<file path="config.mk">
export PLATFORM = sky130hd
export DESIGN_NAME = sensor_address_change_sequencer_flat
export DESIGN_NICKNAME = d
export VERILOG_FILES = /design/src/hdl/sacs_pkg.sv /design/src/hdl/sacs_poll_if.sv /design/src/hdl/sacs_result_if.sv /design/src/hdl/sensor_address_change_sequencer.sv /design/src/flat_wrapper.sv
export SDC_FILE = /design/constraint.sdc
export NUM_CORES = 1
export LEC_CHECK = 0
export BUFFER_PORTS_ARGS = -buffer_cell sky130_fd_sc_hd__buf_2
export CAP_MARGIN = 40
export CELL_PAD_IN_SITES_DETAIL_PLACEMENT = 1
export CELL_PAD_IN_SITES_GLOBAL_PLACEMENT = 1
export CORE_ASPECT_RATIO = 1.25
export CORE_MARGIN = 2
export CORE_UTILIZATION = 40
export CTS_CLUSTER_DIAMETER = 100
export CTS_CLUSTER_SIZE = 40
export DETAILED_ROUTE_END_ITERATION = 6
export PLACE_DENSITY = 0.73
export SLEW_MARGIN = 20
export SYNTH_ARGS = -nofsm -noshare
export SYNTH_HDL_FRONTEND = slang
export SYNTH_SLANG_ARGS = --single-unit
</file>
<file path="constraint.sdc">
create_clock -name i_clk -period 18.2 [get_ports i_clk]
set_input_delay 4.55 -clock i_clk [delete_from_list [all_inputs] [get_ports i_clk]]
set_output_delay 4.55 -clock i_clk [all_outputs]
set_load 0.05 [all_outputs]
</file>
<file path="src/hdl/sacs_pkg.sv">
// Package for the sensor address change sequencer.
// Holds the phase, status and request codes, the field widths and the small helper functions.
// No dependencies.
package sacs_pkg;

    localparam int SCAN_SLOTS_DEF = 16;

    localparam int ADDR_W  = 8;
    localparam int TIMER_W = 20;
    localparam int EL_W    = 16;

    localparam logic [ADDR_W-1:0]  ADDR_BASE   = 8'hE0;
    localparam logic [TIMER_W-1:0] TIMER_MAX   = 20'hFFFFF;
    localparam logic [ADDR_W-1:0]  OLD_ADDR_RST = 8'd224;
    localparam logic [ADDR_W-1:0]  NEW_ADDR_RST = 8'd226;
    localparam logic [TIMER_W-1:0] PAUSE_RST   = 20'd50000;

    localparam logic [7:0] RX_EMPTY = 8'h00;
    localparam logic [7:0] RX_FLOAT = 8'hFF;

    // Register indexes on the configuration port.
    localparam logic [1:0] REG_OLD_ADDR = 2'd0;
    localparam logic [1:0] REG_NEW_ADDR = 2'd1;
    localparam logic [1:0] REG_PAUSE    = 2'd2;

    // Item codes.
    localparam logic OP_START = 1'b0;
    localparam logic OP_POLL  = 1'b1;

    localparam logic [1:0] BUS_PENDING = 2'd0;
    localparam logic [1:0] BUS_DONE    = 2'd1;
    localparam logic [1:0] BUS_ERROR   = 2'd2;

    typedef enum logic [2:0] {
        PH_IDLE    = 3'd0,
        PH_PENDING = 3'd1,
        PH_PINGING = 3'd2,
        PH_CHANGE  = 3'd3,
        PH_AFTER   = 3'd4,
        PH_SUCCESS = 3'd5,
        PH_ERROR   = 3'd6
    } t_phase;

    typedef enum logic [2:0] {
        ST_IDLE     = 3'd0,
        ST_RUNNING  = 3'd1,
        ST_SUCCESS  = 3'd2,
        ST_BADPARAM = 3'd3,
        ST_BUSERR   = 3'd4,
        ST_NOTFOUND = 3'd5,
        ST_TOOMANY  = 3'd6,
        ST_MISSING  = 3'd7
    } t_status;

    typedef enum logic [1:0] {
        RQ_NONE    = 2'd0,
        RQ_PING    = 2'd1,
        RQ_WRITE   = 2'd2,
        RQ_RELEASE = 2'd3
    } t_request;

    // A usable sensor address is even and lies in the top block of the bus.
    function automatic logic addr_ok(input logic [ADDR_W-1:0] a);
        return (a >= ADDR_BASE) && !a[0];
    endfunction

    // The unlock bytes, then the new address, then zero to mark the end.
    function automatic logic [7:0] seq_byte(input logic [2:0] idx,
                                            input logic [ADDR_W-1:0] new_addr);
        logic [7:0] b;
        unique case (idx)
            3'd0:    b = 8'hA0;
            3'd1:    b = 8'hAA;
            3'd2:    b = 8'hA5;
            3'd3:    b = new_addr;
            default: b = 8'h00;
        endcase
        return b;
    endfunction

    function automatic logic ping_found(input logic [1:0] bs, input logic [7:0] rx);
        return (bs == BUS_DONE) && (rx != RX_EMPTY) && (rx != RX_FLOAT);
    endfunction

endpackage

</file>
<file path="src/hdl/sacs_poll_if.sv">
// Channel that carries start and poll items into the sequencer.
// Plain valid/ready handshake; no dependencies.
interface sacs_poll_if;
    logic        valid;
    logic        ready;
    logic        op;
    logic        enqueue_ok;
    logic [1:0]  bus_state;
    logic [7:0]  rx_byte;
    logic [15:0] elapsed_us;

    modport source (output valid, op, enqueue_ok, bus_state, rx_byte, elapsed_us,
                    input ready);
    modport sink   (input valid, op, enqueue_ok, bus_state, rx_byte, elapsed_us,
                    output ready);
endinterface

</file>
<file path="src/hdl/sacs_result_if.sv">
// Channel that carries the status and bus request for each item out of the sequencer.
// Plain valid/ready handshake; no dependencies.
interface sacs_result_if;
    logic       valid;
    logic       ready;
    logic [2:0] status;
    logic [1:0] request;
    logic [7:0] target_address;
    logic [7:0] write_byte;

    modport source (output valid, status, request, target_address, write_byte,
                    input ready);
    modport sink   (input valid, status, request, target_address, write_byte,
                    output ready);
endinterface

</file>
<file path="src/hdl/sensor_address_change_sequencer.sv">
// Top level of the sensor address change sequencer.
// Uses sacs_pkg and the interfaces sacs_poll_if and sacs_result_if.
//
//  channel    dir  handshake          payload
//  i_poll     in   valid/ready        op, enqueue_ok, bus_state, rx_byte, elapsed_us
//  o_result   out  valid/ready        status, request, target_address, write_byte
//  APB        in   psel/penable/pready old_address, new_address, pause_us at 0x0/0x4/0x8
//
// Each item is decided in the cycle it is accepted and its result appears in the
// output register in the next cycle, so one item per cycle is sustained while o_result is ready.
// The output register alone sets the rate: a new item is taken whenever that
// register is empty or is being emptied in the same cycle.
// Reset (synchronous, active low) returns the sequencer to idle and the
// configuration registers to their default values.
module sensor_address_change_sequencer #(
    parameter int SCAN_SLOTS = sacs_pkg::SCAN_SLOTS_DEF
) (
    input  logic                i_clk,
    input  logic                i_rst_n,
    sacs_poll_if.sink           i_poll,
    sacs_result_if.source       o_result,
    input  logic                psel,
    input  logic                penable,
    input  logic                pwrite,
    input  logic [3:0]          paddr,
    input  logic [31:0]         pwdata,
    output logic [31:0]         prdata,
    output logic                pready
);

    localparam int SLOT_W = $clog2(SCAN_SLOTS + 1);

    // Configuration registers.
    logic [sacs_pkg::ADDR_W-1:0]  r_old_addr;
    logic [sacs_pkg::ADDR_W-1:0]  r_new_addr;
    logic [sacs_pkg::TIMER_W-1:0] r_pause_us;

    // Sequencer state.
    sacs_pkg::t_phase             r_phase, n_phase;
    logic [SLOT_W-1:0]            r_scan_slot, n_scan_slot;
    logic                         r_ping_waiting, n_ping_waiting;
    logic [SCAN_SLOTS-1:0]        r_found_map, n_found_map;
    logic [2:0]                   r_seq_idx, n_seq_idx;
    logic [sacs_pkg::TIMER_W-1:0] r_pause_timer, n_pause_timer;
    logic                         r_pause_running, n_pause_running;

    // Result register.
    logic                         r_out_valid;
    sacs_pkg::t_status            r_status, n_status;
    sacs_pkg::t_request           r_request, n_request;
    logic [7:0]                   r_target, n_target;
    logic [7:0]                   r_wbyte, n_wbyte;

    // Shared decisions.
    logic                         w_accept;
    logic                         w_poll;
    logic                         w_params_bad;
    logic                         w_slot_active;
    logic [7:0]                   w_slot_addr;
    logic                         w_found;
    logic                         w_scan_release;
    logic [SCAN_SLOTS-1:0]        w_map_upd;
    logic [SLOT_W-1:0]            w_slot_upd;
    logic                         w_scan_end;
    logic                         w_old_found;
    logic                         w_too_many;
    logic [7:0]                   w_seq_byte;
    logic [sacs_pkg::TIMER_W:0]   w_timer_sum;
    logic [sacs_pkg::TIMER_W-1:0] w_timer_sat;
    logic                         w_pause_done;

    // ------------------------------------------------------------------
    // Configuration port
    // ------------------------------------------------------------------
    assign pready = 1'b1;

    always_ff @(posedge i_clk) begin
        if (!i_rst_n) begin
            r_old_addr <= sacs_pkg::OLD_ADDR_RST;
            r_new_addr <= sacs_pkg::NEW_ADDR_RST;
            r_pause_us <= sacs_pkg::PAUSE_RST;
        end else if (psel && penable && pwrite) begin
            unique case (paddr[3:2])
                sacs_pkg::REG_OLD_ADDR: r_old_addr <= pwdata[7:0];
                sacs_pkg::REG_NEW_ADDR: r_new_addr <= pwdata[7:0];
                sacs_pkg::REG_PAUSE:    r_pause_us <= pwdata[sacs_pkg::TIMER_W-1:0];
                default: ;
            endcase
        end
    end

    always_comb begin
        unique case (paddr[3:2])
            sacs_pkg::REG_OLD_ADDR: prdata = 32'(r_old_addr);
            sacs_pkg::REG_NEW_ADDR: prdata = 32'(r_new_addr);
            sacs_pkg::REG_PAUSE:    prdata = 32'(r_pause_us);
            default:                prdata = '0;
        endcase
    end

    // ------------------------------------------------------------------
    // Handshake
    // ------------------------------------------------------------------
    assign i_poll.ready = !r_out_valid || o_result.ready;
    assign w_accept     = i_poll.valid && i_poll.ready;
    assign w_poll       = (i_poll.op == sacs_pkg::OP_POLL);

    // ------------------------------------------------------------------
    // Shared decisions
    // ------------------------------------------------------------------
    always_comb begin
        w_params_bad = (r_old_addr == r_new_addr) || !sacs_pkg::addr_ok(r_old_addr)
                       || !sacs_pkg::addr_ok(r_new_addr);

        w_slot_active = (r_scan_slot < SLOT_W'(SCAN_SLOTS));
        w_slot_addr   = sacs_pkg::ADDR_BASE + 8'({r_scan_slot, 1'b0});
        w_found       = sacs_pkg::ping_found(i_poll.bus_state, i_poll.rx_byte);

        w_scan_release = w_slot_active && r_ping_waiting && i_poll.enqueue_ok
                         && (i_poll.bus_state != sacs_pkg::BUS_PENDING);

        w_map_upd = r_found_map;
        for (int i = 0; i < SCAN_SLOTS; i++) begin
            if (w_scan_release && w_found && (r_scan_slot == SLOT_W'(i))) begin
                w_map_upd[i] = 1'b1;
            end
        end
        w_slot_upd = w_scan_release ? r_scan_slot + SLOT_W'(1) : r_scan_slot;
        w_scan_end = (w_slot_upd >= SLOT_W'(SCAN_SLOTS));

        // The old address sits at slot (old - 0xE0) / 2 when it is usable at all.
        w_old_found = 1'b0;
        for (int i = 0; i < SCAN_SLOTS; i++) begin
            if (sacs_pkg::addr_ok(r_old_addr) && (r_old_addr[4:1] == 4'(i))
                && w_map_upd[i]) begin
                w_old_found = 1'b1;
            end
        end
        // More than one bit set exactly when clearing the lowest one leaves some.
        w_too_many = |(w_map_upd & (w_map_upd - SCAN_SLOTS'(1)));

        w_seq_byte = sacs_pkg::seq_byte(r_seq_idx, r_new_addr);

        w_timer_sum  = {1'b0, r_pause_timer} + (sacs_pkg::TIMER_W + 1)'(i_poll.elapsed_us);
        w_timer_sat  = w_timer_sum[sacs_pkg::TIMER_W] ? sacs_pkg::TIMER_MAX
                                                      : w_timer_sum[sacs_pkg::TIMER_W-1:0];
        w_pause_done = (w_timer_sat >= r_pause_us);
    end

    // ------------------------------------------------------------------
    // Next state
    // ------------------------------------------------------------------
    always_comb begin
        n_phase         = r_phase;
        n_scan_slot     = r_scan_slot;
        n_ping_waiting  = r_ping_waiting;
        n_found_map     = r_found_map;
        n_seq_idx       = r_seq_idx;
        n_pause_timer   = r_pause_timer;
        n_pause_running = r_pause_running;

        if (w_accept) begin
            if (!w_poll) begin
                n_phase = sacs_pkg::PH_PENDING;
            end else begin
                unique case (r_phase)
                    sacs_pkg::PH_PENDING: begin
                        if (w_params_bad) begin
                            n_phase = sacs_pkg::PH_ERROR;
                        end else begin
                            n_found_map    = '0;
                            n_ping_waiting = 1'b0;
                            n_scan_slot    = '0;
                            n_phase        = sacs_pkg::PH_PINGING;
                        end
                    end
                    sacs_pkg::PH_PINGING: begin
                        if (w_slot_active) begin
                            if (!r_ping_waiting) begin
                                n_ping_waiting = 1'b1;
                            end else if (!i_poll.enqueue_ok || w_scan_release) begin
                                n_ping_waiting = 1'b0;
                            end
                        end
                        n_found_map = w_map_upd;
                        n_scan_slot = w_slot_upd;
                        if (w_scan_end) begin
                            if (!w_old_found || w_too_many) begin
                                n_phase = sacs_pkg::PH_ERROR;
                            end else begin
                                n_phase         = sacs_pkg::PH_CHANGE;
                                n_seq_idx       = '0;
                                n_pause_timer   = '0;
                                n_pause_running = 1'b0;
                            end
                        end
                    end
                    sacs_pkg::PH_CHANGE: begin
                        if (!r_pause_running) begin
                            if (w_seq_byte != 8'h00) begin
                                n_pause_running = 1'b1;
                                n_pause_timer   = '0;
                            end else begin
                                n_ping_waiting = 1'b0;
                                n_phase        = sacs_pkg::PH_AFTER;
                            end
                        end else if (!i_poll.enqueue_ok) begin
                            n_phase = sacs_pkg::PH_ERROR;
                        end else begin
                            n_pause_timer = w_timer_sat;
                            if (w_pause_done) begin
                                if (i_poll.bus_state[1]) begin
                                    n_phase = sacs_pkg::PH_ERROR;
                                end else if (i_poll.bus_state == sacs_pkg::BUS_DONE) begin
                                    n_pause_running = 1'b0;
                                    n_pause_timer   = '0;
                                    n_seq_idx       = r_seq_idx + 3'd1;
                                end
                            end
                        end
                    end
                    sacs_pkg::PH_AFTER: begin
                        if (!r_ping_waiting) begin
                            n_ping_waiting = 1'b1;
                        end else if (!i_poll.enqueue_ok) begin
                            n_ping_waiting = 1'b0;
                            n_phase        = sacs_pkg::PH_ERROR;
                        end else if (i_poll.bus_state != sacs_pkg::BUS_PENDING) begin
                            n_ping_waiting = 1'b0;
                            n_phase = w_found ? sacs_pkg::PH_SUCCESS : sacs_pkg::PH_ERROR;
                        end
                    end
                    default: ;
                endcase
            end
        end
    end

    // ------------------------------------------------------------------
    // Result of the item
    // ------------------------------------------------------------------
    always_comb begin
        n_status  = sacs_pkg::ST_IDLE;
        n_request = sacs_pkg::RQ_NONE;
        n_target  = '0;
        n_wbyte   = '0;

        if (!w_poll) begin
            n_status = sacs_pkg::ST_RUNNING;
        end else begin
            unique case (r_phase)
                sacs_pkg::PH_PENDING: begin
                    n_status = w_params_bad ? sacs_pkg::ST_BADPARAM : sacs_pkg::ST_RUNNING;
                end
                sacs_pkg::PH_PINGING: begin
                    n_status = sacs_pkg::ST_RUNNING;
                    if (w_slot_active) begin
                        if (!r_ping_waiting) begin
                            n_request = sacs_pkg::RQ_PING;
                            n_target  = w_slot_addr;
                        end else if (!i_poll.enqueue_ok) begin
                            n_status = sacs_pkg::ST_BUSERR;
                        end else if (w_scan_release) begin
                            n_request = sacs_pkg::RQ_RELEASE;
                            n_target  = w_slot_addr;
                        end
                    end
                    if (w_scan_end) begin
                        if (!w_old_found) begin
                            n_status = sacs_pkg::ST_NOTFOUND;
                        end else if (w_too_many) begin
                            n_status = sacs_pkg::ST_TOOMANY;
                        end
                    end
                end
                sacs_pkg::PH_CHANGE: begin
                    n_status = sacs_pkg::ST_RUNNING;
                    if (!r_pause_running) begin
                        n_target = r_old_addr;
                        if (w_seq_byte != 8'h00) begin
                            n_request = sacs_pkg::RQ_WRITE;
                            n_wbyte   = w_seq_byte;
                        end else begin
                            n_request = sacs_pkg::RQ_RELEASE;
                        end
                    end else if (!i_poll.enqueue_ok
                                 || (w_pause_done && i_poll.bus_state[1])) begin
                        n_request = sacs_pkg::RQ_RELEASE;
                        n_target  = r_old_addr;
                        n_status  = sacs_pkg::ST_BUSERR;
                    end
                end
                sacs_pkg::PH_AFTER: begin
                    n_status = sacs_pkg::ST_RUNNING;
                    if (!r_ping_waiting) begin
                        n_request = sacs_pkg::RQ_PING;
                        n_target  = r_new_addr;
                    end else if (!i_poll.enqueue_ok) begin
                        n_status = sacs_pkg::ST_BUSERR;
                    end else if (i_poll.bus_state != sacs_pkg::BUS_PENDING) begin
                        n_request = sacs_pkg::RQ_RELEASE;
                        n_target  = r_new_addr;
                        n_status  = w_found ? sacs_pkg::ST_SUCCESS : sacs_pkg::ST_MISSING;
                    end
                end
                default: ;
            endcase
        end
    end

    // ------------------------------------------------------------------
    // Registers
    // ------------------------------------------------------------------
    always_ff @(posedge i_clk) begin
        if (!i_rst_n) begin
            r_phase         <= sacs_pkg::PH_IDLE;
            r_scan_slot     <= '0;
            r_ping_waiting  <= 1'b0;
            r_found_map     <= '0;
            r_seq_idx       <= '0;
            r_pause_timer   <= '0;
            r_pause_running <= 1'b0;
            r_out_valid     <= 1'b0;
        end else begin
            r_phase         <= n_phase;
            r_scan_slot     <= n_scan_slot;
            r_ping_waiting  <= n_ping_waiting;
            r_found_map     <= n_found_map;
            r_seq_idx       <= n_seq_idx;
            r_pause_timer   <= n_pause_timer;
            r_pause_running <= n_pause_running;
            if (w_accept) begin
                r_out_valid <= 1'b1;
            end else if (o_result.ready) begin
                r_out_valid <= 1'b0;
            end
        end
    end

    always_ff @(posedge i_clk) begin
        if (w_accept) begin
            r_status  <= n_status;
            r_request <= n_request;
            r_target  <= n_target;
            r_wbyte   <= n_wbyte;
        end
    end

    assign o_result.valid          = r_out_valid;
    assign o_result.status         = r_status;
    assign o_result.request        = r_request;
    assign o_result.target_address = r_target;
    assign o_result.write_byte     = r_wbyte;

    // ------------------------------------------------------------------
    // Assertions
    // ------------------------------------------------------------------
    a_start_arms: assert property (@(posedge i_clk) disable iff (!i_rst_n)
        w_accept && !w_poll |=> r_phase == sacs_pkg::PH_PENDING)
        else $error("start item did not arm the sequencer");

    a_slot_in_range: assert property (@(posedge i_clk) disable iff (!i_rst_n)
        r_phase == sacs_pkg::PH_PINGING |-> r_scan_slot < SLOT_W'(SCAN_SLOTS))
        else $error("scan slot beyond the last slot while pinging");

    a_no_target_idle: assert property (@(posedge i_clk) disable iff (!i_rst_n)
        r_out_valid && r_request == sacs_pkg::RQ_NONE |-> r_target == 8'h00)
        else $error("target address given without a request");

    a_wbyte_only_write: assert property (@(posedge i_clk) disable iff (!i_rst_n)
        r_out_valid && r_request != sacs_pkg::RQ_WRITE |-> r_wbyte == 8'h00)
        else $error("write byte given without a write request");

    a_timer_idle: assert property (@(posedge i_clk) disable iff (!i_rst_n)
        r_phase == sacs_pkg::PH_CHANGE && !r_pause_running |-> r_pause_timer == '0)
        else $error("pause timer running between writes");

endmodule
</file>
<file path="src/flat_wrapper.sv">
// flat-port wrapper written by rule: the top's interface ports become plain ports
module sensor_address_change_sequencer_flat 
#(
    parameter int SCAN_SLOTS = sacs_pkg::SCAN_SLOTS_DEF
)
  (i_clk, i_rst_n, psel, penable, pwrite, paddr, pwdata, prdata, pready, i_poll_valid, i_poll_op, i_poll_enqueue_ok, i_poll_bus_state, i_poll_rx_byte, i_poll_elapsed_us, i_poll_ready, o_result_valid, o_result_status, o_result_request, o_result_target_address, o_result_write_byte, o_result_ready);
  sacs_poll_if i_poll_i ();
  sacs_result_if o_result_i ();
  input  logic i_clk;
  input  logic i_rst_n;
  input  logic psel;
  input  logic penable;
  input  logic pwrite;
  input  logic [3:0] paddr;
  input  logic [31:0] pwdata;
  output logic [31:0] prdata;
  output logic pready;
  input wire logic [$bits(i_poll_i.valid)-1:0] i_poll_valid;
  input wire logic [$bits(i_poll_i.op)-1:0] i_poll_op;
  input wire logic [$bits(i_poll_i.enqueue_ok)-1:0] i_poll_enqueue_ok;
  input wire logic [$bits(i_poll_i.bus_state)-1:0] i_poll_bus_state;
  input wire logic [$bits(i_poll_i.rx_byte)-1:0] i_poll_rx_byte;
  input wire logic [$bits(i_poll_i.elapsed_us)-1:0] i_poll_elapsed_us;
  output wire logic [$bits(i_poll_i.ready)-1:0] i_poll_ready;
  output wire logic [$bits(o_result_i.valid)-1:0] o_result_valid;
  output wire logic [$bits(o_result_i.status)-1:0] o_result_status;
  output wire logic [$bits(o_result_i.request)-1:0] o_result_request;
  output wire logic [$bits(o_result_i.target_address)-1:0] o_result_target_address;
  output wire logic [$bits(o_result_i.write_byte)-1:0] o_result_write_byte;
  input wire logic [$bits(o_result_i.ready)-1:0] o_result_ready;
  assign i_poll_i.valid = i_poll_valid;
  assign i_poll_i.op = i_poll_op;
  assign i_poll_i.enqueue_ok = i_poll_enqueue_ok;
  assign i_poll_i.bus_state = i_poll_bus_state;
  assign i_poll_i.rx_byte = i_poll_rx_byte;
  assign i_poll_i.elapsed_us = i_poll_elapsed_us;
  assign i_poll_ready = i_poll_i.ready;
  assign o_result_valid = o_result_i.valid;
  assign o_result_status = o_result_i.status;
  assign o_result_request = o_result_i.request;
  assign o_result_target_address = o_result_i.target_address;
  assign o_result_write_byte = o_result_i.write_byte;
  assign o_result_i.ready = o_result_ready;
  sensor_address_change_sequencer #(.SCAN_SLOTS(SCAN_SLOTS)) u_core (.i_clk(i_clk), .i_rst_n(i_rst_n), .i_poll(i_poll_i), .o_result(o_result_i), .psel(psel), .penable(penable), .pwrite(pwrite), .paddr(paddr), .pwdata(pwdata), .prdata(prdata), .pready(pready));
endmodule
</file>
==> run summary, run 1 <==
The flow ran to the end, and the final reports show no timing, DRC or antenna violations. The signal on the critical path passes through buf_2 > nor2b_1 > buf_4 > nand2_1 > o21ai_0 > buf_2. The final-report hold violation count is 0. The total power per unit cell area is 62.6 mW/mm^2. In this run the tool buffered the top-level ports with 99 buffer cells.

The biggest area consumer among synthesized cells is sky130_fd_sc_hd__dfxtp_1. The clock period minus final worst setup slack is 10.29 ns. The final layout contains routed wiring with a total length of 23.2 mm. The average instance in the mapped netlist occupies 8.48 sq um. Sequential cells were found to cover 30.9% of the synthesized design area.

The TritonCTS clock tree is built. The floorplan step set the die width to 127 um. The layout filler cell count is 2,254. The via count of the first global-routing pass came to 7,051. During I/O placement, the number of pins put on the boundary was 127. In the final design database the tool counted 1,090 nets. The number of resized instances in the post-cts repair step is 0. Headroom to the max-slew limit came out at 47.9%.

The clock tree synthesis step divided the H-tree into 3 levels. The post-route clock period utilization is 56.6%. The number of clock buffers inserted by TritonCTS came out at 9. The overall overflow remaining after global route came out at 0.

During synthesis, Yosys emitted a total of 0 warnings. Clock-pin slew was measured on the worst setup and hold paths at 0.07 ns. The post-detailed-route count of antenna-violating nets is 0. The fraction of post-synthesis cell area in the top cell type by area is 22.6%.

For this run, the slowest stage of the critical path takes 0.34 ns. The number of enable flip-flop cells after synthesis came out at 21. The standard-cell row count is 56. For this configuration, the core starts out at a cell density of 40.7%. Synthesis produced a netlist whose cell count is 898. The tightest min-delay check is of the flop to flop type. For this design the static power due to leakage is 3.44 nW. The area taken by multi-input logic gates came out at 0.00476 sq mm. The routability-driven placement congestion ratio is 0.851. The placed cell area is 0.00818 sq mm. Across all layers, the routed design uses 7,005 vias.

The initial antenna violation count is 0. The average detailed-routed wire length per instance came out at 19.2 um. The number of vias per cell after detailed routing came out at 5.80.

The die outline height came out at 158 um. The total number of clock tree sinks came out at 107. Adding up every negative setup slack in the final design gives 0 ns. The post-synthesis register bit count came out at 107.

The dominant register cell in the synthesized netlist is sky130_fd_sc_hd__dfxtp_1. At the later pin of the worst-skew pair, clock insertion delay measures 0.37 ns. The worst-case clock buffer depth is 2. In this run the worst path has a maximum fanout of 21. The post-synthesis cell type count is 96. The total half-perimeter wirelength after legalization and detailed placement came out at 17.7 mm. The worst-case clock skew is 0.0162 ns. After detailed routing, the number of remaining DRC violations is 0. On the critical path, the stage with the largest delay is an instance of sky130_fd_sc_hd__buf_2. The critical path data required time is 13.65 ns. The core region is 0.0187 sq mm. The area growth from synthesis to layout is 11.7%.

The area taken by flip-flops and latches came out at 0.00235 sq mm. The tree is rooted in a sky130_fd_sc_hd__clkbuf_16. The antenna diode count came out at 0. Summing internal, switching and leakage power gives 533 uW. The count of hold buffers inserted by post-cts repair is 0. The most frequent cell after synthesis is sky130_fd_sc_hd__nand2_1.

The ratio of cells with drive above 1 in the final layout is 18.0%. Among the stages of the critical path, the cell type that occurs most often is sky130_fd_sc_hd__buf_2. The die covers 0.0202 sq mm. The final setup violation count came out at 0. The total of max-cap violations is 0. The maximum clock frequency is 97.1 MHz. The worst setup path is captured at an output port. By startpoint and endpoint, the worst setup path is classified as input port to output port.

The number of iterations in the first detailed-routing pass is 6. The largest net degree at the start of global routing is 63. The finished layout cell area is 0.00850 sq mm. The number of pins exceeding their max-slew limit in the final report was 0. By count the netlist is led by sky130_fd_sc_hd__nand2_1, sky130_fd_sc_hd__dfxtp_1, sky130_fd_sc_hd__nor2_1.

Cells fill 45.5% of the core in the end. The first global-routing pass estimated 37.2 mm of wire. The largest voltage drop on the vdd net is 42.3 uV. STA classifies the critical path startpoint as an input port. STA puts the critical path data arrival time at 5.74 ns. By area the synthesized netlist is led by sky130_fd_sc_hd__dfxtp_1, sky130_fd_sc_hd__edfxtp_1, sky130_fd_sc_hd__ha_1. The all-layer global routing usage came out at 23.2%. The violation count after the first detailed-route iteration is 449. The netlist area before placement is 0.00761 sq mm. For the pin with the worst max-slew slack, the measured transition is 0.775 ns.

In the synthesized netlist the async set-or-reset flop fraction comes to 0%. Setup repair after global routing left no endpoint under its margin. The total setup buffers inserted after CTS came out at 0.
==> final timing paths <==
path	start	endpoint	slack [ns]	depth (start not counted)
setup / recovery	paddr[3]	prdata[5]	7.91	6
hold reg to reg	u_core.r_pause_timer[8]$_SDFFE_PN0P_	u_core.r_pause_timer[8]$_SDFFE_PN0P_	0.46	2
setup reg to reg	u_core.r_pause_timer[6]$_SDFFE_PN0P_	u_core.o_result.target_address[5]$_SDFFCE_PN0P_	12.57	19
hold / removal	u_core.r_pause_timer[8]$_SDFFE_PN0P_	u_core.r_pause_timer[8]$_SDFFE_PN0P_	0.46	2
==> area by class of cell <==
cell class / instances / area share (%)
multi-input cells: 695 / 55.9
flip-flops and latches: 107 / 27.7
repair buffers: 116 / 7.52
well taps: 232 / 3.41
clock buffers: 13 / 3.31
inverters: 42 / 1.85
clock inverters: 3 / 0.309
==> placed cells by master, fill, tap and decap left out, drive strengths merged, types with 16 or more instances in the layout <==
master | synthesis | final
a21o | 16 | 16
a21oi | 61 | 61
a31oi | 30 | 30
and2 | 16 | 16
buf | 28 | 115
dfxtp | 86 | 86
edfxtp | 21 | 21
ha | 47 | 47
inv | 42 | 43
mux2i | 49 | 49
nand2 | 113 | 113
nand2b | 16 | 16
nand3 | 38 | 38
nor2 | 70 | 70
o21ai | 34 | 34
==> registers in the layout (all words and copies together) (netlist names) <==
register and cells:
u_core.r_scan_slot 5, u_core.r_ping_waiting 1, u_core.o_result.target_address 8, u_core.r_phase 3, u_core.r_new_addr 8, u_core.r_seq_idx 3, u_core.o_result.status 3, u_core.r_pause_running 1
u_core.r_found_map 16, u_core.r_old_addr 8, u_core.r_pause_us 20, u_core.r_pause_timer 20, u_core.o_result.request 2, u_core.o_result.write_byte 8, u_core.o_result.valid 1
==> cell families after synthesis <==
logic type                 after synthesis  synth area share (%)
buffers and inverters                  107                  7.26
DFF                                    107                  30.9
xor gates and xnor gates                19                  2.19
other                                    2                0.0987
AOI/OAI and AO/OA                      232                  22.3
and+or+nand+nor                        327                  21.5
muxes                                   55                  7.63
adders and majority gates               49                  8.12
==> metal layers <==
metal / share of wire, % / GRT usage [%] / up-vias / wire, um
met1: 42 / 27.6 / 3439 / 9700
met5: 0 / 0 / - / 0
met4: 3.5 / 10.2 / 0 / 805
met2: 51 / 41.9 / 148 / 11900
li1: - / - / 3373 / -
met3: 3.4 / 2.84 / 45 / 791
==> where the power goes <==
part / leakage (nW) / internal (mW) / switching (mW) / total, mW
logic: 2.39 / 0.0225 / 0.0539 / 0.0764
registers: 0.906 / 0.245 / 0.00332 / 0.248
clock network: 0.152 / 0.110 / 0.0978 / 0.208
total: 3.44 / 0.378 / 0.155 / 0.533
==> worst max-delay path, delay by kind of cell <==
| family | cells | cell delay, ns |
|---|---|---|
| compound gates | 1 | 0.17 |
| buf+inv | 3 | 0.79 |
| simple gates | 2 | 0.23 |
==> metrics by stage <==
step / setup WS [ns] / std cells / hold slack, ns
4_1_cts: 7.91 / 1206 / 0.470
3_3_place_gp: 7.92 / 1185 / 0.446
3_5_place_dp: 7.90 / 1190 / 0.454
2_1_floorplan: 7.47 / 909 / 0.437
6_report: 7.91 / 1208 / 0.464
5_1_grt: 7.81 / 1208 / 0.489
Power figures use the tool's default switching activity.
==> run 2: changes to the inputs <==
ABC_AREA = 1   (was not set)
PLACE_DENSITY = 0.77   (was 0.73)
clock period = 9.97 ns   (was 18.2 ns; I/O delays follow)
==> run 2 against run 1 <==
Die area shrank 2.5%. Register-to-register slack lost 7.9 ns. Worst setup slack lost 5.1 ns. Clock power grew 83%. Final cell count grew 18%. Critical endpoint is now u_core.o_result.target_address[1]$_SDFFCE_PN0P_. Non-clock buffer count shrank 12. Combinational power grew 130%. Clock-buffer cell count shrank 4.
==> run summary, run 2 <==
The number of vias per cell after detailed routing is 5.10. Of all cell types, the one taking the most synthesized area is sky130_fd_sc_hd__dfxtp_1. The area share of and/or/nand/nor cells after synthesis came out at 30.2%. The number of pins exceeding their max-slew limit in the final report was 0. For the pin with the worst max-slew slack, the measured transition is 0.811 ns. The post-synthesis register bit count came out at 107. The number of nets at the end of the flow came out at 1,314. For this configuration, the core starts out at a cell density of 40.8%. The synthesized design devotes to its leading area cell type 23.2% of total area. Routability-driven placement finished with a final weighted congestion of 0.884. During I/O placement, the number of pins put on the boundary was 127.

The Yosys step of the flow raised 0 warnings. Detailed routing inserted a total of 7,285 vias. In the routed design, unresolved DRC markers number 0. The antenna diode count is 0. By area, the combinational part of the netlist is dominated by simple AND/OR/NAND/NOR gates. The analysis attributes to cell leakage a power of 4.14 nW. The biggest cell delay along the critical path came out at 0.54 ns. The category of the most critical setup path is input port to flop. The violation count after the first detailed-route iteration came out at 295. The setup TNS came out at 0 ns. After synthesis, the cell types taking the most area are sky130_fd_sc_hd__dfxtp_1, sky130_fd_sc_hd__nand2_1, sky130_fd_sc_hd__nor2_1. Together, buffers and inverters on the worst path number 4. The total wire length came out at 23.1 mm. The final setup violation count is 0. At the worst endpoint, the arrival time is 7.25 ns. In this run the post-CTS setup repair buffer count came out at 0. The standard-cell row count is 55. The clock latency at the later pin of the worst-skew pair came out at 0.38 ns.

For this run, the detailed router's first-pass iteration total came to 4. The share of total power in sequential cells is 45.3%. The area enclosed by the die boundary came out at 0.0196 sq mm.

The run finished with clean final reports. The total number of clock tree sinks came out at 107. The finished layout cell area is 0.00837 sq mm.

The via count of the first global-routing pass is 7,457. The count of hold buffers inserted by post-cts repair is 0. The largest registers in the layout are u_core.r_pause_timer x20, u_core.r_pause_us x20, u_core.r_found_map x16. The cell type with the highest occurrence count on the critical path is sky130_fd_sc_hd__nand2_1. The cell sitting at the root of the clock tree is a sky130_fd_sc_hd__clkbuf_16. Counting I/O delays and the setup requirement, the final critical path takes 7.15 ns. Final hold analysis gives a worst-case slack of 0.457 ns. The number of enable flip-flop cells after synthesis is 21. The library cell used most frequently in the layout, excluding fill and tap cells, is sky130_fd_sc_hd__nand2_1. After synthesis the cells add up to 0.00741 sq mm. TritonCTS built the clock tree. The most used flip-flop cell after synthesis is sky130_fd_sc_hd__dfxtp_1. STA classifies the critical path endpoint as a flop. The total power per unit cell area came out at 121 mW/mm^2. The average detailed-routed wire length per instance is 16.2 um. Of the total power, the share spent switching nets is 32.9%.

The synthesized area per cell came out at 6.71 sq um. Sorting the synthesized cells by how often they occur yields sky130_fd_sc_hd__nand2_1, sky130_fd_sc_hd__nor2_1, sky130_fd_sc_hd__inv_1. In this design, the largest share of critical-path delay is due to compound AO/OA/AOI/OAI gates. The worst slack after detailed placement is 2.49 ns. In this run the horizontal extent of the chip is 126 um. STA classifies the critical path startpoint as an input port. Overall power consumption after layout is estimated at 1.01 mW.

The critical path data required time came out at 10.07 ns. The ratio of cells with drive above 1 in the final layout came out at 14.1%. The clock transition time at the flip-flop clock pins of the worst setup and hold paths came out at 0.08 ns. Global routing used 23.9% of the available tracks. The net switching power figure is 332 uW. VDD sags by at most 76.9 uV.

In this run the worst path has a maximum fanout of 15. In the layout the commonest cells are sky130_fd_sc_hd__nand2_1, sky130_fd_sc_hd__nor2_1, sky130_fd_sc_hd__inv_1. The placed instances occupy a cell area of 0.00803 sq mm.

Summing the areas of all compound-gate instances in the mapped netlist gives 16.1% of the synthesized area. Per report_power, the clock group accounts for 37.7% of the total. The wire length of the first global-routing pass came out at 37.7 mm. The area share of xor/xnor cells in the synthesized design came out at 2.01%.

The initial antenna violation count came out at 1. The worst-case clock skew came out at 0.00896 ns. The sequential-to-total area share from yosys stat came out at 31.7%. The worst relative slew slack came out at 44.5%. The maximum clock frequency came out at 140 MHz. The worst-case clock buffer depth came out at 2. The internal portion of the total power is 678 uW. The area added between synthesis and finish came out at 12.8%. The combinational share of power is 17.0%. Measured against the total synthesized area, the mux share comes to 0%.

The cell count after synthesis is 1,105. During placement, the flow inserted port buffers numbering 99. The post-route worst setup slack came out at 2.82 ns.

The post-route clock period utilization is 71.8%. The post-detailed-route count of antenna-violating nets is 0. The total area inside the core boundary comes to 0.0182 sq mm. The die outline height is 156 um. Setup repair after global routing left no endpoint under its margin. Across the run, the number of max-cap violations was 0. TritonCTS created 9 clock buffers. The number of resized instances in the post-cts repair step is 0. The path class of the lowest-slack min-delay path is flop to flop. The proportion of synthesized flip-flops having asynchronous set or reset is 0%. By instance count, the leading cell after synthesis is sky130_fd_sc_hd__nand2_1. The post-synthesis cell type count is 49. The final-report hold violation count is 0.

The level count of the clock H-tree came out at 3. The total half-perimeter wirelength after legalization and detailed placement came out at 18.1 mm. The overall overflow remaining after global route came out at 0. Among all stages on the critical path, the largest delay is contributed by sky130_fd_sc_hd__o21ai_1. After Yosys synthesis, full adders, half adders and majority gates account for 8.20% of the synthesized area. The largest net degree at the start of global routing came out at 63. The layout filler cell count is 2,478.
run 2: cell count changes after synthesis, moves of 12 or more:
| cell | before | now |
|---|---|---|
| sky130_fd_sc_hd__a21o_1 | 16 | 1 |
| sky130_fd_sc_hd__a21oi_1 | 58 | 95 |
| sky130_fd_sc_hd__a31oi_1 | 26 | 4 |
| sky130_fd_sc_hd__and2_1 | 16 | 1 |
| sky130_fd_sc_hd__clkbuf_1 | 34 | 15 |
| sky130_fd_sc_hd__inv_1 | 42 | 165 |
| sky130_fd_sc_hd__mux2i_1 | 49 | 0 |
| sky130_fd_sc_hd__nand2_1 | 111 | 230 |
| sky130_fd_sc_hd__nand2b_1 | 15 | 0 |
| sky130_fd_sc_hd__nor2_1 | 70 | 175 |
| sky130_fd_sc_hd__nor2_2 | 0 | 12 |
| sky130_fd_sc_hd__o21ai_0 | 33 | 51 |
run 2: layout make-up:
type,count,area [sq um],share of cell area [%]
Sequential cell,107,2350,28.1
Timing Repair Buffer,104,538,6.43
Clock buffer,9,225,2.69
Clock inverter,7,73.8,0.882
Tap cell,228,285,3.41
Multi-Input combinational cell,801,4240,50.7
Inverter,172,651,7.78
run 2: worst register-to-register path, delay by kind of cell, from the launching register on:
| kind | cells | cell delay, ns |
|---|---|---|
| compound gates | 9 | 1.84 |
| buf+inv | 3 | 0.76 |
| flops | 1 | 0.34 |
| fa+ha+maj | 3 | 0.75 |
| simple gates | 12 | 1.33 |
run 2: logic make-up after synthesis:
kind of cell | count (synthesis)
AO/OA/AOI/OAI | 208
buffers and inverters | 208
flip-flops | 107
other | 2
XOR/XNOR | 17
adder cells (fa/ha/maj) | 48
AND/OR/NAND/NOR | 515
run 2: metrics by stage:
| stage | util (%) | std cells |
|---|---|---|
| 2_1_floorplan | - | 1116 |
| 3_3_place_gp | 44.2 | 1408 |
| 3_5_place_dp | 44.2 | 1408 |
| 4_1_cts | 45.9 | 1424 |
| 5_1_grt | 46.0 | 1428 |
| 6_report | 46.0 | 1428 |
run 2: worst paths after layout:
check	slack (ns)	startpoint	to	depth (start not counted)
max	2.82	i_poll_elapsed_us[0]	u_core.o_result.target_address[1]$_SDFFCE_PN0P_	28
min reg2reg	0.46	u_core.r_found_map[5]$_SDFFE_PN0P_	u_core.r_found_map[5]$_SDFFE_PN0P_	2
max reg2reg	4.68	u_core.r_pause_timer[0]$_SDFFE_PN0P_	u_core.o_result.target_address[1]$_SDFFCE_PN0P_	27
min	0.46	u_core.r_found_map[5]$_SDFFE_PN0P_	u_core.r_found_map[5]$_SDFFE_PN0P_	2
run 2: metal layers:
layer / share of wire [%] / routed length (um) / track usage [%]
met5: 0 / 0 / 0
met4: 2.2 / 501 / 9.26
met2: 55 / 12700 / 46.8
met3: 2.1 / 476 / 2.54
met1: 41 / 9420 / 26.2
run 2: power groups by stage:
stage	Sequential, mW	Clock, mW	Combinational (mW)
CTS	0.457	0.388	0.171
global route	0.459	0.404	0.189
global placement	0.467	0	0.167
detailed placement	0.468	0	0.170
finish	0.457	0.381	0.172
floorplan	0.484	0	0.107
==> run 3: changes to the inputs <==
clock period = 7.5 ns   (was 9.97 ns; I/O delays follow)
==> run 3 against run 2 <==
Worst hold slack improved by 0.0035 ns. Combinational power rose by 31%. Wire length fell by 2.3%. Critical path depth did not move. Largest power group unchanged.
==> run summary, run 3 (same netlist as run 2, synthesis figures left out) <==
The die span in x came out at 126 um. The clock transition time at the flip-flop clock pins of the worst setup and hold paths came out at 0.08 ns. Wires add up to 22.5 mm.

The number of clock buffers inserted by TritonCTS came out at 9. In the final routed layout, each cell accounts on average for 15.8 um. The starting density of the core is 40.8%. No sink is reached through more buffers than the 2 on the longest clock path. The wire length of the first global-routing pass is 37.2 mm.

The layout filler cell count came out at 2,462. The clock period minus final worst setup slack is 6.47 ns. The overall overflow remaining after global route came out at 0.

The total setup buffers inserted after CTS came out at 0. The final-report hold violation count came to 0. Counting every sink on the clock net gives 107. The number of nets at the end of the flow is 1,314. The library cell used most frequently in the layout, excluding fill and tap cells, is sky130_fd_sc_hd__nand2_1. The total DRC errors in the routed layout came out at 0.

The number of pins exceeding their max-slew limit in the final report is 0. The post-route worst setup slack came out at 1.03 ns. The placeable core region came out at 0.0182 sq mm. For this design the ratio of total power to cell area is 159 mW/mm^2.

The largest voltage drop on the vdd net came out at 112 uV. The post-layout instance count excluding filler cells is 1,428. For the pin with the worst max-slew slack, the measured transition is 0.886 ns. The standard-cell row count is 55. The setup TNS came out at 0 ns. STA classifies the critical path endpoint as a flop. Data arrives at the worst endpoint at 6.57 ns. The total of max-cap violations is 0. The number of iterations in the first detailed-routing pass is 4. The area taken by multi-input logic gates is 0.00424 sq mm. The largest registers in the layout are u_core.r_pause_timer x20, u_core.r_pause_us x20, u_core.r_found_map x16.

The initial antenna violation count is 0. The post-detailed-route count of antenna-violating nets came out at 0. The flow ran to the end, and the final reports show no timing, DRC or antenna violations.

The worst setup path is launched from an input port. The H-tree was split into 3 levels. The cell at the root of the clock tree is sky130_fd_sc_hd__clkbuf_16. Global routing consumed, over all layers together, 23.5% of the routing resources. The completed layout was analyzed and its total power is 1.33 mW. The worst hold path belongs to the class flop to flop. The maximum clock frequency came out at 154 MHz. The total half-perimeter wirelength after legalization and detailed placement is 17.8 mm. The count of hold buffers inserted by post-cts repair is 0. For the worst-skew pair, the clock arrives at the later sink with an insertion delay of 0.37 ns. Setup repair after global routing left no endpoint under its margin. The via count came out at 7,259. The total leakage power came out at 4.14 nW.

The critical path in this run is classified as input port to flop. The worst-case clock skew came out at 0.00786 ns. Of the available clock period, the critical path in the final layout requires 86.3%. The top cell types in the final layout, fill and taps aside, are sky130_fd_sc_hd__nand2_1, sky130_fd_sc_hd__nor2_1, sky130_fd_sc_hd__inv_1. The final setup violation count came out at 0.

The area added between synthesis and finish is 12.8%. The area enclosed by the die boundary came out at 0.0196 sq mm. The violation count after the first detailed-route iteration is 258.

In this run the tightest slew margin relative to its limit is 39.4%. TritonCTS built the clock tree. The via count of the first global-routing pass came out at 7,422. The number of placed instances with taps included is 1,408. Cells with a size suffix above 1 make up 14.1% of the layout. The area taken by flip-flops and latches came out at 0.00235 sq mm. Input and output buffers added on the ports amount to 99. The antenna diode count came out at 0. The critical path data required time came out at 7.59 ns. OpenSTA, run right after detailed placement, puts the worst setup slack at 0.670 ns. Entering global routing, the biggest net connects 63 pins. The die outline height came out at 156 um.

The routability-driven placement congestion ratio is 0.896. In the routed layout, each cell is associated on average with a via count of 5.08. The number of resized instances in the post-cts repair step is 0. The biggest fanout along the worst timing path came out at 15.

The number of placed I/O pins came out at 127.
-- run 3: cell types whose count changed in the layout (fill, tap and decap cells not counted), sizes merged --
cell      before  now
clkinvlp       0    1
inv          175  174
-- run 3: path summary, 6_finish.rpt --
path / start / endpoint / slack (ns) / cells after the start
hold reg to reg: u_core.r_found_map[15]$_SDFFE_PN0P_ / u_core.r_found_map[15]$_SDFFE_PN0P_ / 0.46 / 2
setup reg to reg: u_core.r_pause_timer[0]$_SDFFE_PN0P_ / u_core.o_result.request[0]$_SDFFCE_PN0P_ / 2.34 / 27
setup / recovery: i_poll_elapsed_us[0] / u_core.o_result.request[0]$_SDFFCE_PN0P_ / 1.03 / 28
hold / removal: u_core.r_found_map[15]$_SDFFE_PN0P_ / u_core.r_found_map[15]$_SDFFE_PN0P_ / 0.46 / 2
-- run 3: per-stage QoR --
stage / area (sq um) / hold WS, ns / util (%)
after global placement: 8030 / 0.438 / 44.2
after floorplan: 7450 / 0.427 / -
after detailed placement: 8030 / 0.447 / 44.2
after global routing: 8360 / 0.494 / 46.0
final: 8360 / 0.460 / 46.0
after CTS: 8320 / 0.461 / 45.8
-- run 3: layout make-up --
cell class / count / area share [%]
Multi-Input combinational cell: 801 / 50.7
Inverter: 172 / 7.78
Clock inverter: 7 / 0.808
Sequential cell: 107 / 28.1
Tap cell: 228 / 3.41
Clock buffer: 9 / 2.69
Timing Repair Buffer: 104 / 6.44
-- run 3: worst max-delay path, stage by stage --
cell,delay [ns]
sky130_fd_sc_hd__buf_2,0.11
sky130_fd_sc_hd__ha_1,0.26
sky130_fd_sc_hd__fa_1,0.41
sky130_fd_sc_hd__nand2_1,0.11
sky130_fd_sc_hd__o21ai_0,0.13
sky130_fd_sc_hd__a21oi_1,0.17
sky130_fd_sc_hd__o21bai_1,0.11
sky130_fd_sc_hd__nand2_1,0.07
sky130_fd_sc_hd__nand2_1,0.09
sky130_fd_sc_hd__nand3_1,0.13
sky130_fd_sc_hd__nand2_1,0.12
sky130_fd_sc_hd__nand2_1,0.18
sky130_fd_sc_hd__inv_1,0.26
sky130_fd_sc_hd__a21oi_1,0.36
sky130_fd_sc_hd__inv_1,0.08
sky130_fd_sc_hd__ha_1,0.29
sky130_fd_sc_hd__a21oi_1,0.14
sky130_fd_sc_hd__nor2_1,0.06
sky130_fd_sc_hd__o21ai_0,0.14
sky130_fd_sc_hd__o211ai_1,0.11
sky130_fd_sc_hd__nand2_1,0.07
sky130_fd_sc_hd__nand4_1,0.14
sky130_fd_sc_hd__nand2_1,0.12
sky130_fd_sc_hd__nand2_1,0.09
sky130_fd_sc_hd__o21ai_1,0.54
sky130_fd_sc_hd__inv_1,0.16
sky130_fd_sc_hd__nand2_1,0.10
sky130_fd_sc_hd__a31oi_1,0.12
-- run 3: metal layers --
layer	global-route usage [%]	share of wire [%]	vias up
met5	0	0	-
met4	8.27	2.7	0
met3	2.81	2.3	37
met2	45.2	54	112
met1	26.6	41	3389
li1	-	-	3721
-- run 3: power breakdown --
group          internal, mW  total [mW]  switching [mW]
Clock                 0.236       0.493           0.257
Sequential            0.600       0.608         0.00790
Combinational        0.0609       0.226           0.165
